===== config.mk =====
export PLATFORM = sky130hd
export DESIGN_NAME = calendar_date_serial_converter
export DESIGN_NICKNAME = d
export VERILOG_FILES = /design/src/design/cdsc_pkg.sv /design/src/design/calendar_date_serial_converter.sv
export VERILOG_INCLUDE_DIRS = /design/src /design/src/design
export SDC_FILE = /design/constraint.sdc
export NUM_CORES = 2
export LEC_CHECK = 0
export BUFFER_PORTS_ARGS = -buffer_cell sky130_fd_sc_hd__buf_2
export CORE_MARGIN = 8
export CORE_UTILIZATION = 60
export CTS_BUF_LIST = sky130_fd_sc_hd__clkbuf_8
export DETAILED_ROUTE_END_ITERATION = 7
export GPL_TIMING_DRIVEN = 0
export PLACE_DENSITY = 0.77
export SLEW_MARGIN = 20
export SYNTH_ARGS = -nofsm -noshare
export SYNTH_HDL_FRONTEND = slang
export SYNTH_SLANG_ARGS = --single-unit

===== constraint.sdc =====
create_clock -name clk_i -period 11.69 [get_ports clk_i]
set_clock_uncertainty 0.1 [all_clocks]
set_input_delay 0.5845 -clock clk_i [delete_from_list [all_inputs] [get_ports clk_i]]
set_output_delay 0.5845 -clock clk_i [all_outputs]
set_load 0.01 [all_outputs]

===== src/design/calendar_date_serial_converter_defines.svh =====
// Assertion macros for the calendar date serial converter.
// Needs clk_i and rst_ni in the scope of every use.
`ifndef CALENDAR_DATE_SERIAL_CONVERTER_DEFINES_SVH
`define CALENDAR_DATE_SERIAL_CONVERTER_DEFINES_SVH

// Check that a condition holds at every clock edge out of reset.
`define CDSC_ASSERT(lbl, prop) \
  lbl: assert property (@(posedge clk_i) disable iff (!rst_ni) (prop)) \
    else $error("cdsc assertion failed");

// Check that a cause is followed by an effect at the next clock edge.
`define CDSC_ASSERT_NEXT(lbl, cause, effect) \
  lbl: assert property (@(posedge clk_i) disable iff (!rst_ni) (cause) |=> (effect)) \
    else $error("cdsc assertion failed");

`endif


===== src/design/cdsc_pkg.sv =====
// Package of the calendar date serial converter: types, calendar constants
// and small table functions. Depends on nothing.
`timescale 1ns / 1ps

package cdsc_pkg;

  localparam int unsigned NSTG = 8;

  localparam logic [13:0] MAX_YEAR   = 14'd9999;
  localparam logic [21:0] MAX_COUNT  = 22'd3652058;
  localparam logic [21:0] DAYS_400Y  = 22'd146097;
  localparam logic [17:0] DAYS_100Y  = 18'd36524;
  localparam logic [17:0] DAYS_4Y    = 18'd1461;
  localparam logic [10:0] DAYS_1Y    = 11'd365;

  // Reciprocals, rounded down (RCP_100 up): an estimate is at most one too small.
  localparam logic [14:0] RCP_400Y = 15'd29397;  // 2^32 / 146097, rounded down, less one
  localparam logic [15:0] RCP_4Y   = 16'd45933;  // 2^26 / 1461
  localparam logic [12:0] RCP_100  = 13'd5243;   // 2^19 / 100, exact below 43699
  localparam logic [9:0]  RCP_7    = 10'd585;    // 2^12 / 7

  typedef enum logic {
    CMD_TO_SERIAL = 1'b0,
    CMD_TO_DATE   = 1'b1
  } cmd_e;

  typedef struct packed {
    cmd_e        cmd;
    logic        bad;
    logic        leap;
    logic [4:0]  day;
    logic [3:0]  month;
    logic [13:0] year;
    logic [21:0] cnt;     // serial day count
    logic [21:0] jan1;    // serial count of 1 January
    logic [7:0]  hund;    // year / 100
    logic [7:0]  hundp;   // (year - 1) / 100
    logic [17:0] r;       // running remainder
    logic [4:0]  n400;
    logic [1:0]  n100;
    logic [4:0]  n4;
    logic [8:0]  doy;
    logic [2:0]  wd;
    logic [2:0]  j7;
    logic [5:0]  week;
  } stage_t;

  // Day of year of the first of month m in a common year.
  function automatic logic [8:0] month_start(input logic [3:0] m);
    logic [8:0] s;
    case (m)
      4'd1:    s = 9'd0;
      4'd2:    s = 9'd31;
      4'd3:    s = 9'd59;
      4'd4:    s = 9'd90;
      4'd5:    s = 9'd120;
      4'd6:    s = 9'd151;
      4'd7:    s = 9'd181;
      4'd8:    s = 9'd212;
      4'd9:    s = 9'd243;
      4'd10:   s = 9'd273;
      4'd11:   s = 9'd304;
      4'd12:   s = 9'd334;
      default: s = 9'd0;
    endcase
    return s;
  endfunction

  function automatic logic [4:0] month_len(input logic [3:0] m);
    logic [4:0] l;
    case (m)
      4'd2:                      l = 5'd28;
      4'd4, 4'd6, 4'd9, 4'd11:   l = 5'd30;
      default:                   l = 5'd31;
    endcase
    return l;
  endfunction

  // Residue mod 7: octal digits sum to the same residue since 8 = 1 mod 7.
  function automatic logic [2:0] mod7(input logic [21:0] x);
    logic [23:0] w;
    logic [5:0]  s;
    logic [3:0]  t;
    w = {2'b00, x};
    s = 6'(w[2:0]) + 6'(w[5:3]) + 6'(w[8:6]) + 6'(w[11:9])
      + 6'(w[14:12]) + 6'(w[17:15]) + 6'(w[20:18]) + 6'(w[23:21]);
    t = 4'(s[5:3]) + 4'(s[2:0]);
    if (t >= 4'd7) t = t - 4'd7;
    if (t >= 4'd7) t = t - 4'd7;
    return t[2:0];
  endfunction

endpackage


===== src/design/calendar_date_serial_converter.sv =====
// Top level of the calendar date serial converter: an eight-stage pipeline.
// Depends on cdsc_pkg and calendar_date_serial_converter_defines.svh.
//
//   channel  handshake               payload
//   in       in_valid_i/in_ready_o   cmd_i, day_i, month_i, year_i, day_count_i
//   out      out_valid_o/out_ready_i serial_days_o, out_day_o, out_month_o,
//                                    out_year_o, weekday_o, week_of_year_o,
//                                    invalid_o
//
// One transfer in per cycle while in_ready_o is high; a result passes through
// stage registers 0 to 7 and leaves from the last one. Stage count is set by the
// chain of constant divisions (400, 100 and 4 year cycles, then months).
// Each stage holds its item while the next one is full and stalled, and an
// empty stage loads anyway, so bubbles close up. Reset empties all stages.
`timescale 1ns / 1ps
`include "calendar_date_serial_converter_defines.svh"

module calendar_date_serial_converter
  import cdsc_pkg::*;
(
  input  logic        clk_i,
  input  logic        rst_ni,
  input  logic        in_valid_i,
  output logic        in_ready_o,
  input  logic        cmd_i,
  input  logic [4:0]  day_i,
  input  logic [3:0]  month_i,
  input  logic [13:0] year_i,
  input  logic [21:0] day_count_i,
  output logic        out_valid_o,
  input  logic        out_ready_i,
  output logic [21:0] serial_days_o,
  output logic [4:0]  out_day_o,
  output logic [3:0]  out_month_o,
  output logic [13:0] out_year_o,
  output logic [2:0]  weekday_o,
  output logic [5:0]  week_of_year_o,
  output logic        invalid_o
);

  logic [NSTG-1:0] vld_q;
  logic [NSTG-1:0] rdy;
  stage_t          stg_q [NSTG];
  stage_t          stg_d [NSTG];

  // A stage may load when it is empty or its content moves on this cycle.
  always_comb begin
    rdy[NSTG-1] = !vld_q[NSTG-1] || out_ready_i;
    for (int k = NSTG - 2; k >= 0; k--) begin
      rdy[k] = !vld_q[k] || rdy[k+1];
    end
  end

  assign in_ready_o = rdy[0];

  // Stage 0: capture the transfer, start the divisions by reciprocals.
  always_comb begin
    stage_t      s;
    logic [36:0] p400;
    logic [26:0] py;
    logic [26:0] pp;
    logic [13:0] ym1;
    s = '0;
    s.cmd   = cmd_e'(cmd_i);
    s.day   = day_i;
    s.month = month_i;
    s.year  = year_i;
    s.cnt   = day_count_i;
    s.bad   = (cmd_e'(cmd_i) == CMD_TO_DATE) && (day_count_i > MAX_COUNT);
    p400    = 37'(day_count_i) * 37'(RCP_400Y);
    s.n400  = p400[36:32];
    ym1     = year_i - 14'd1;
    py      = 27'(year_i) * 27'(RCP_100);
    pp      = 27'(ym1) * 27'(RCP_100);
    s.hund  = py[26:19];
    s.hundp = pp[26:19];
    stg_d[0] = s;
  end

  // Stage 1: finish the 400 year split, or check the date and find 1 January.
  always_comb begin
    stage_t      s;
    logic [21:0] rb;
    logic [4:0]  len;
    logic [13:0] p;
    logic [13:0] y100;
    s = stg_q[0];
    rb = '0; len = '0; p = '0; y100 = '0;
    if (s.cmd == CMD_TO_DATE) begin
      rb = s.cnt - 22'(s.n400) * DAYS_400Y;
      if (rb >= DAYS_400Y) begin
        rb     = rb - DAYS_400Y;
        s.n400 = s.n400 + 5'd1;
      end
      s.r = rb[17:0];
    end else begin
      y100   = s.year - 14'(s.hund) * 14'd100;
      s.leap = (s.year[1:0] == 2'd0) && ((y100 != 14'd0) || (s.hund[1:0] == 2'd0));
      len    = month_len(s.month) + 5'((s.month == 4'd2) && s.leap);
      s.bad  = (s.year == 14'd0) || (s.year > MAX_YEAR) || (s.month == 4'd0)
             || (s.month > 4'd12) || (s.day == 5'd0) || (s.day > len);
      s.doy  = month_start(s.month) + 9'(s.day) - 9'd1 + 9'((s.month > 4'd2) && s.leap);
      p      = s.year - 14'd1;
      s.jan1 = 22'(p) * 22'(DAYS_1Y) + 22'(p[13:2]) - 22'(s.hundp) + 22'(s.hundp[7:2]);
    end
    stg_d[1] = s;
  end

  // Stage 2: century split, or add the day of year to 1 January.
  always_comb begin
    stage_t s;
    s = stg_q[1];
    if (s.cmd == CMD_TO_DATE) begin
      if (s.r >= 18'd109572) begin
        s.n100 = 2'd3;
        s.r    = s.r - 18'd109572;
      end else if (s.r >= 18'd73048) begin
        s.n100 = 2'd2;
        s.r    = s.r - 18'd73048;
      end else if (s.r >= DAYS_100Y) begin
        s.n100 = 2'd1;
        s.r    = s.r - DAYS_100Y;
      end else begin
        s.n100 = 2'd0;
      end
    end else begin
      s.cnt = s.jan1 + 22'(s.doy);
    end
    stg_d[2] = s;
  end

  // Stage 3: estimate the count of four year cycles.
  always_comb begin
    stage_t      s;
    logic [31:0] p4;
    s  = stg_q[2];
    p4 = 32'(s.r[15:0]) * 32'(RCP_4Y);
    if (s.cmd == CMD_TO_DATE) begin
      s.n4 = p4[30:26];
    end
    stg_d[3] = s;
  end

  // Stage 4: correct the four year estimate.
  always_comb begin
    stage_t s;
    s = stg_q[3];
    if (s.cmd == CMD_TO_DATE) begin
      s.r = s.r - 18'(s.n4) * DAYS_4Y;
      if (s.r >= DAYS_4Y) begin
        s.r  = s.r - DAYS_4Y;
        s.n4 = s.n4 + 5'd1;
      end
    end
    stg_d[4] = s;
  end

  // Stage 5: single years, then build year, leap flag and 1 January.
  always_comb begin
    stage_t     s;
    logic [1:0] n1;
    s  = stg_q[4];
    n1 = '0;
    if (s.cmd == CMD_TO_DATE) begin
      if (s.r >= 18'd1095)      n1 = 2'd3;
      else if (s.r >= 18'd730)  n1 = 2'd2;
      else if (s.r >= 18'd365)  n1 = 2'd1;
      else                      n1 = 2'd0;
      s.doy  = 9'(s.r - 18'(n1) * 18'(DAYS_1Y));
      s.year = 14'(s.n400) * 14'd400 + 14'(s.n100) * 14'd100
             + 14'(s.n4) * 14'd4 + 14'(n1) + 14'd1;
      // Leap when the year ends a four year cycle, but not a plain century.
      s.leap = (n1 == 2'd3) && ((s.n4 != 5'd24) || (s.n100 == 2'd3));
      s.jan1 = s.cnt - 22'(s.doy);
    end
    stg_d[5] = s;
  end

  // Stage 6: month and day from the day of year, weekday residues.
  always_comb begin
    stage_t     s;
    logic [3:0] m;
    logic [8:0] st;
    s  = stg_q[5];
    m  = 4'd1;
    st = '0;
    if (s.cmd == CMD_TO_DATE) begin
      for (int k = 2; k <= 12; k++) begin
        if (s.doy >= month_start(4'(k)) + 9'((k > 2) && s.leap)) m = m + 4'd1;
      end
      st      = month_start(m) + 9'((m > 4'd2) && s.leap);
      s.month = m;
      s.day   = 5'(s.doy - st + 9'd1);
    end
    s.wd = mod7(s.cnt);
    s.j7 = mod7(s.jan1);
    stg_d[6] = s;
  end

  // Stage 7: week of year; zero every field of an invalid result but the invalid flag.
  always_comb begin
    stage_t      s;
    logic [9:0]  x;
    logic [19:0] pw;
    logic [5:0]  q;
    logic [9:0]  rm;
    s  = stg_q[6];
    x  = 10'(s.doy) + 10'(s.j7);
    pw = 20'(x) * 20'(RCP_7);
    q  = pw[17:12];
    rm = x - 10'(q) * 10'd7;
    if (rm >= 10'd7) q = q + 6'd1;
    s.week = q + 6'd1;
    if (s.bad) begin
      s.cnt   = '0;
      s.day   = '0;
      s.month = '0;
      s.year  = '0;
      s.wd    = '0;
      s.week  = '0;
    end
    stg_d[7] = s;
  end

  // Advance valid bits; hold a stage while its successor is stalled.
  always_ff @(posedge clk_i or negedge rst_ni) begin
    if (!rst_ni) begin
      vld_q <= '0;
    end else begin
      if (rdy[0]) vld_q[0] <= in_valid_i;
      for (int k = 1; k < NSTG; k++) begin
        if (rdy[k]) vld_q[k] <= vld_q[k-1];
      end
    end
  end

  always_ff @(posedge clk_i) begin
    if (rdy[0] && in_valid_i) stg_q[0] <= stg_d[0];
  end

  for (genvar g = 1; g < NSTG; g++) begin : g_stage
    always_ff @(posedge clk_i) begin
      if (rdy[g] && vld_q[g-1]) stg_q[g] <= stg_d[g];
    end
  end

  assign out_valid_o    = vld_q[NSTG-1];
  assign serial_days_o  = stg_q[NSTG-1].cnt;
  assign out_day_o      = stg_q[NSTG-1].day;
  assign out_month_o    = stg_q[NSTG-1].month;
  assign out_year_o     = stg_q[NSTG-1].year;
  assign weekday_o      = stg_q[NSTG-1].wd;
  assign week_of_year_o = stg_q[NSTG-1].week;
  assign invalid_o      = stg_q[NSTG-1].bad;

  `CDSC_ASSERT_NEXT(a_enter, in_valid_i && in_ready_o, vld_q[0])
  `CDSC_ASSERT(a_bad_zero, !(out_valid_o && invalid_o) || (serial_days_o == 22'd0 && week_of_year_o == 6'd0 && out_year_o == 14'd0))
  `CDSC_ASSERT(a_good_range, !(out_valid_o && !invalid_o) || (weekday_o < 3'd7 && week_of_year_o >= 6'd1 && week_of_year_o <= 6'd54))
  `CDSC_ASSERT(a_good_date, !(out_valid_o && !invalid_o) || (out_month_o >= 4'd1 && out_month_o <= 4'd12 && out_day_o >= 5'd1))

endmodule


==> impl_metrics.tcl <==
set metrics [dict create \
    finalSetupViolCount 0 \
    io_buffers 106 \
    arrival_ns 10.34 \
    r2r_cells 40 \
    final_core_util_pct 65.2 \
    finalCriticalPeriod_ns 9.98 \
    drc 0 \
    grt_pass1_vias 38575 \
    insertion_delay_ns 0.73 \
    ant_nets 0 \
    drive_above_1_share_pct 7.23 \
    r2r_end "stg_q[1][415]" \
    startpoint_type "flop" \
    vias 37255 \
    ios 107 \
    num-fill-cells 7311 \
    start_util_pct 60.4 \
    register_area_um2 20800 \
    drt_wl_total_um 117000 \
    reg2reg_from "stg_q[1][281]" \
    yosys_register_bits 695 \
    hold_viol_final 0 \
    seq_area_frac_synth_pct 35.1 \
    synth_cell_types 99 \
    synth_cells 5145 \
    final_cell_mix "inv_1, ha_1, edfxtp_1, fa_1, nand2_1" \
    maxCapViolations 0 \
    cts_buffers 109 \
    design.core.area_um2 98100 \
    routabilityCongestion 0.922 \
    synth-edff-count 687 \
    rows 115 \
    max_slew_margin_pct 32.0 \
    grt_pass1_wl_um 194000 \
    multi_input_area_um2 34300 \
    dp_hpwl_um 96000 \
    dpl.cell_count 6552 \
    die_w_um 330 \
    synthesis.area_um2 59300 \
    hp-class "input pin to flop" \
    clock.fmax_mhz 100 \
    tns_ns 0 \
    cts_resized 0 \
    worstPathRequired_ns 12.05 \
    worst-setup-path-type "flop to flop" \
    grt_usage_pct 22.0 \
    slew_violations 0 \
    endpoint_kind "flop" \
    cpPeakStageDelay_ns 0.58 \
    holdPathEnd "stg_q[0][89]" \
    wl_per_cell_um 17.4 \
    grt_setup_unrepaired "false" \
    cts.sinks 695 \
    final_cells 6763 \
    cp_max_fo 8 \
    async_flop_share_pct 1.15 \
    final_nets 6894 \
    cp-startpoint "stg_q[1][281]" \
    final_common_cell "inv_1" \
    worstMarginPinSlew_ns 1.01 \
    antenna_found_initial 1 \
    clk_pin_slew_ns 0.06 \
    avgSynthCellArea_um2 11.5 \
    hold_start "day_count_i[0]" \
    cp_common_cell "ha_1" \
    die-area_um2 109000 \
    area_growth_pct 7.94 \
    cpMaxStageDelayCell "xor2_1" \
    firstDrtPassIters 6 \
    ys_warn_count 0 \
    vias_per_cell 5.51 \
    die_h_um 330 \
    clock_path_buffers 3 \
    synthesis.nets 6651 \
    hold_slack_ns 0.153 \
    clock-root-buffer "clkbuf_8" \
    grt-ovfl-total 0 \
    outcome "complete, no violations" \
    r2r_slack_ns 1.71 \
    hold_depth 1 \
    synthFlopType "edfxtp_1" \
    grt_start_max_net_pins 65 \
    timing.final.crit_share_pct 85.4 \
    htree_num_levels 3 \
    drt_iter0_markers 2253 \
    cts_tree "done" \
]
worst max-delay path: cells and delay by family, from the launching register on:
kind                       cells  cell delay, ns
buffers and inverters          6            0.47
and+or+nand+nor                7            1.14
xor gates and xnor gates       6            1.92
DFF                            1            0.42
adders and majority gates     10            3.40
AOI/OAI and AO/OA             11            2.25
metal layers:
metal | vias up | part of all wire (%) | GRT usage [%]
li1 | 18003 | - | -
met1 | 18215 | 42 | 28.1
met2 | 852 | 51 | 39.5
met3 | 185 | 4.0 | 2.39
met4 | 0 | 2.5 | 6.12
met5 | - | 0 | 0
what timing repair did:
action	CTS	global route
setup endpoints to repair	0	0
hold buffers	12	0
buffers inserted	0	0
hold endpoints to repair	19	0
layout make-up:
type / count / share of cell area [%]
Clock inverter: 86 / 0.768
Sequential cell: 695 / 32.5
Timing Repair Buffer: 132 / 1.58
Buffer: 133 / 1.16
Inverter: 932 / 5.46
Antenna cell: 1 / 0.00391
Tap cell: 1287 / 2.52
Clock buffer: 112 / 2.41
Multi-Input combinational cell: 3385 / 53.6
cell usage after synthesis (all sizes together), types with 39 or more instances:
master | count | area share, %
inv | 931 | 5.9
ha | 928 | 20
edfxtp | 687 | 35
fa | 528 | 18
nand2 | 219 | 1.4
nor2 | 217 | 1.4
a21oi | 195 | 1.7
xnor2 | 181 | 2.7
o21ai | 173 | 1.5
xor2 | 98 | 1.5
nor2b | 96 | 1.0
nand3 | 77 | 0.65
a21o | 71 | 0.90
buf | 68 | 0.84
clkbuf | 65 | 0.41
nor3 | 57 | 0.49
o21a | 39 | 0.49
cells by family after synthesis:
family | after synthesis | synth area share [%]
and+or+nand+nor | 883 | 7.44
muxes | 50 | 0.934
AOI/OAI and AO/OA | 714 | 7.72
buffers and inverters | 1065 | 7.15
adders and majority gates | 1457 | 37.4
xor gates and xnor gates | 281 | 4.23
DFF | 695 | 35.1
registers in the layout, summed over array words and instances, names as in the netlist:
name / count
vld_q: 8
stg_q: 687
worst max-delay path by stage:
stage,slack [ns],cells after the start,endpoint
6_report,1.71,40,stg_q[1][415]
2_1_floorplan,2.95,39,stg_q[1][415]
5_1_grt,1.12,40,stg_q[1][415]
4_1_cts,1.73,40,stg_q[1][415]
3_5_place_dp,1.79,40,stg_q[1][415]
3_3_place_gp,2.01,40,stg_q[1][415]
stage by stage:
| step | worst slack [ns] | cell area, um^2 |
|---|---|---|
| floorplan | 2.95 | 59300 |
| global placement | 2.01 | 61500 |
| detailed placement | 1.79 | 61900 |
| CTS | 1.73 | 64000 |
| global route | 1.12 | 64000 |
| finish | 1.71 | 64000 |
Power is left out: the tool's default activity adds up to more than one toggle a clock period on the data nets, which glitch-free logic cannot reach.
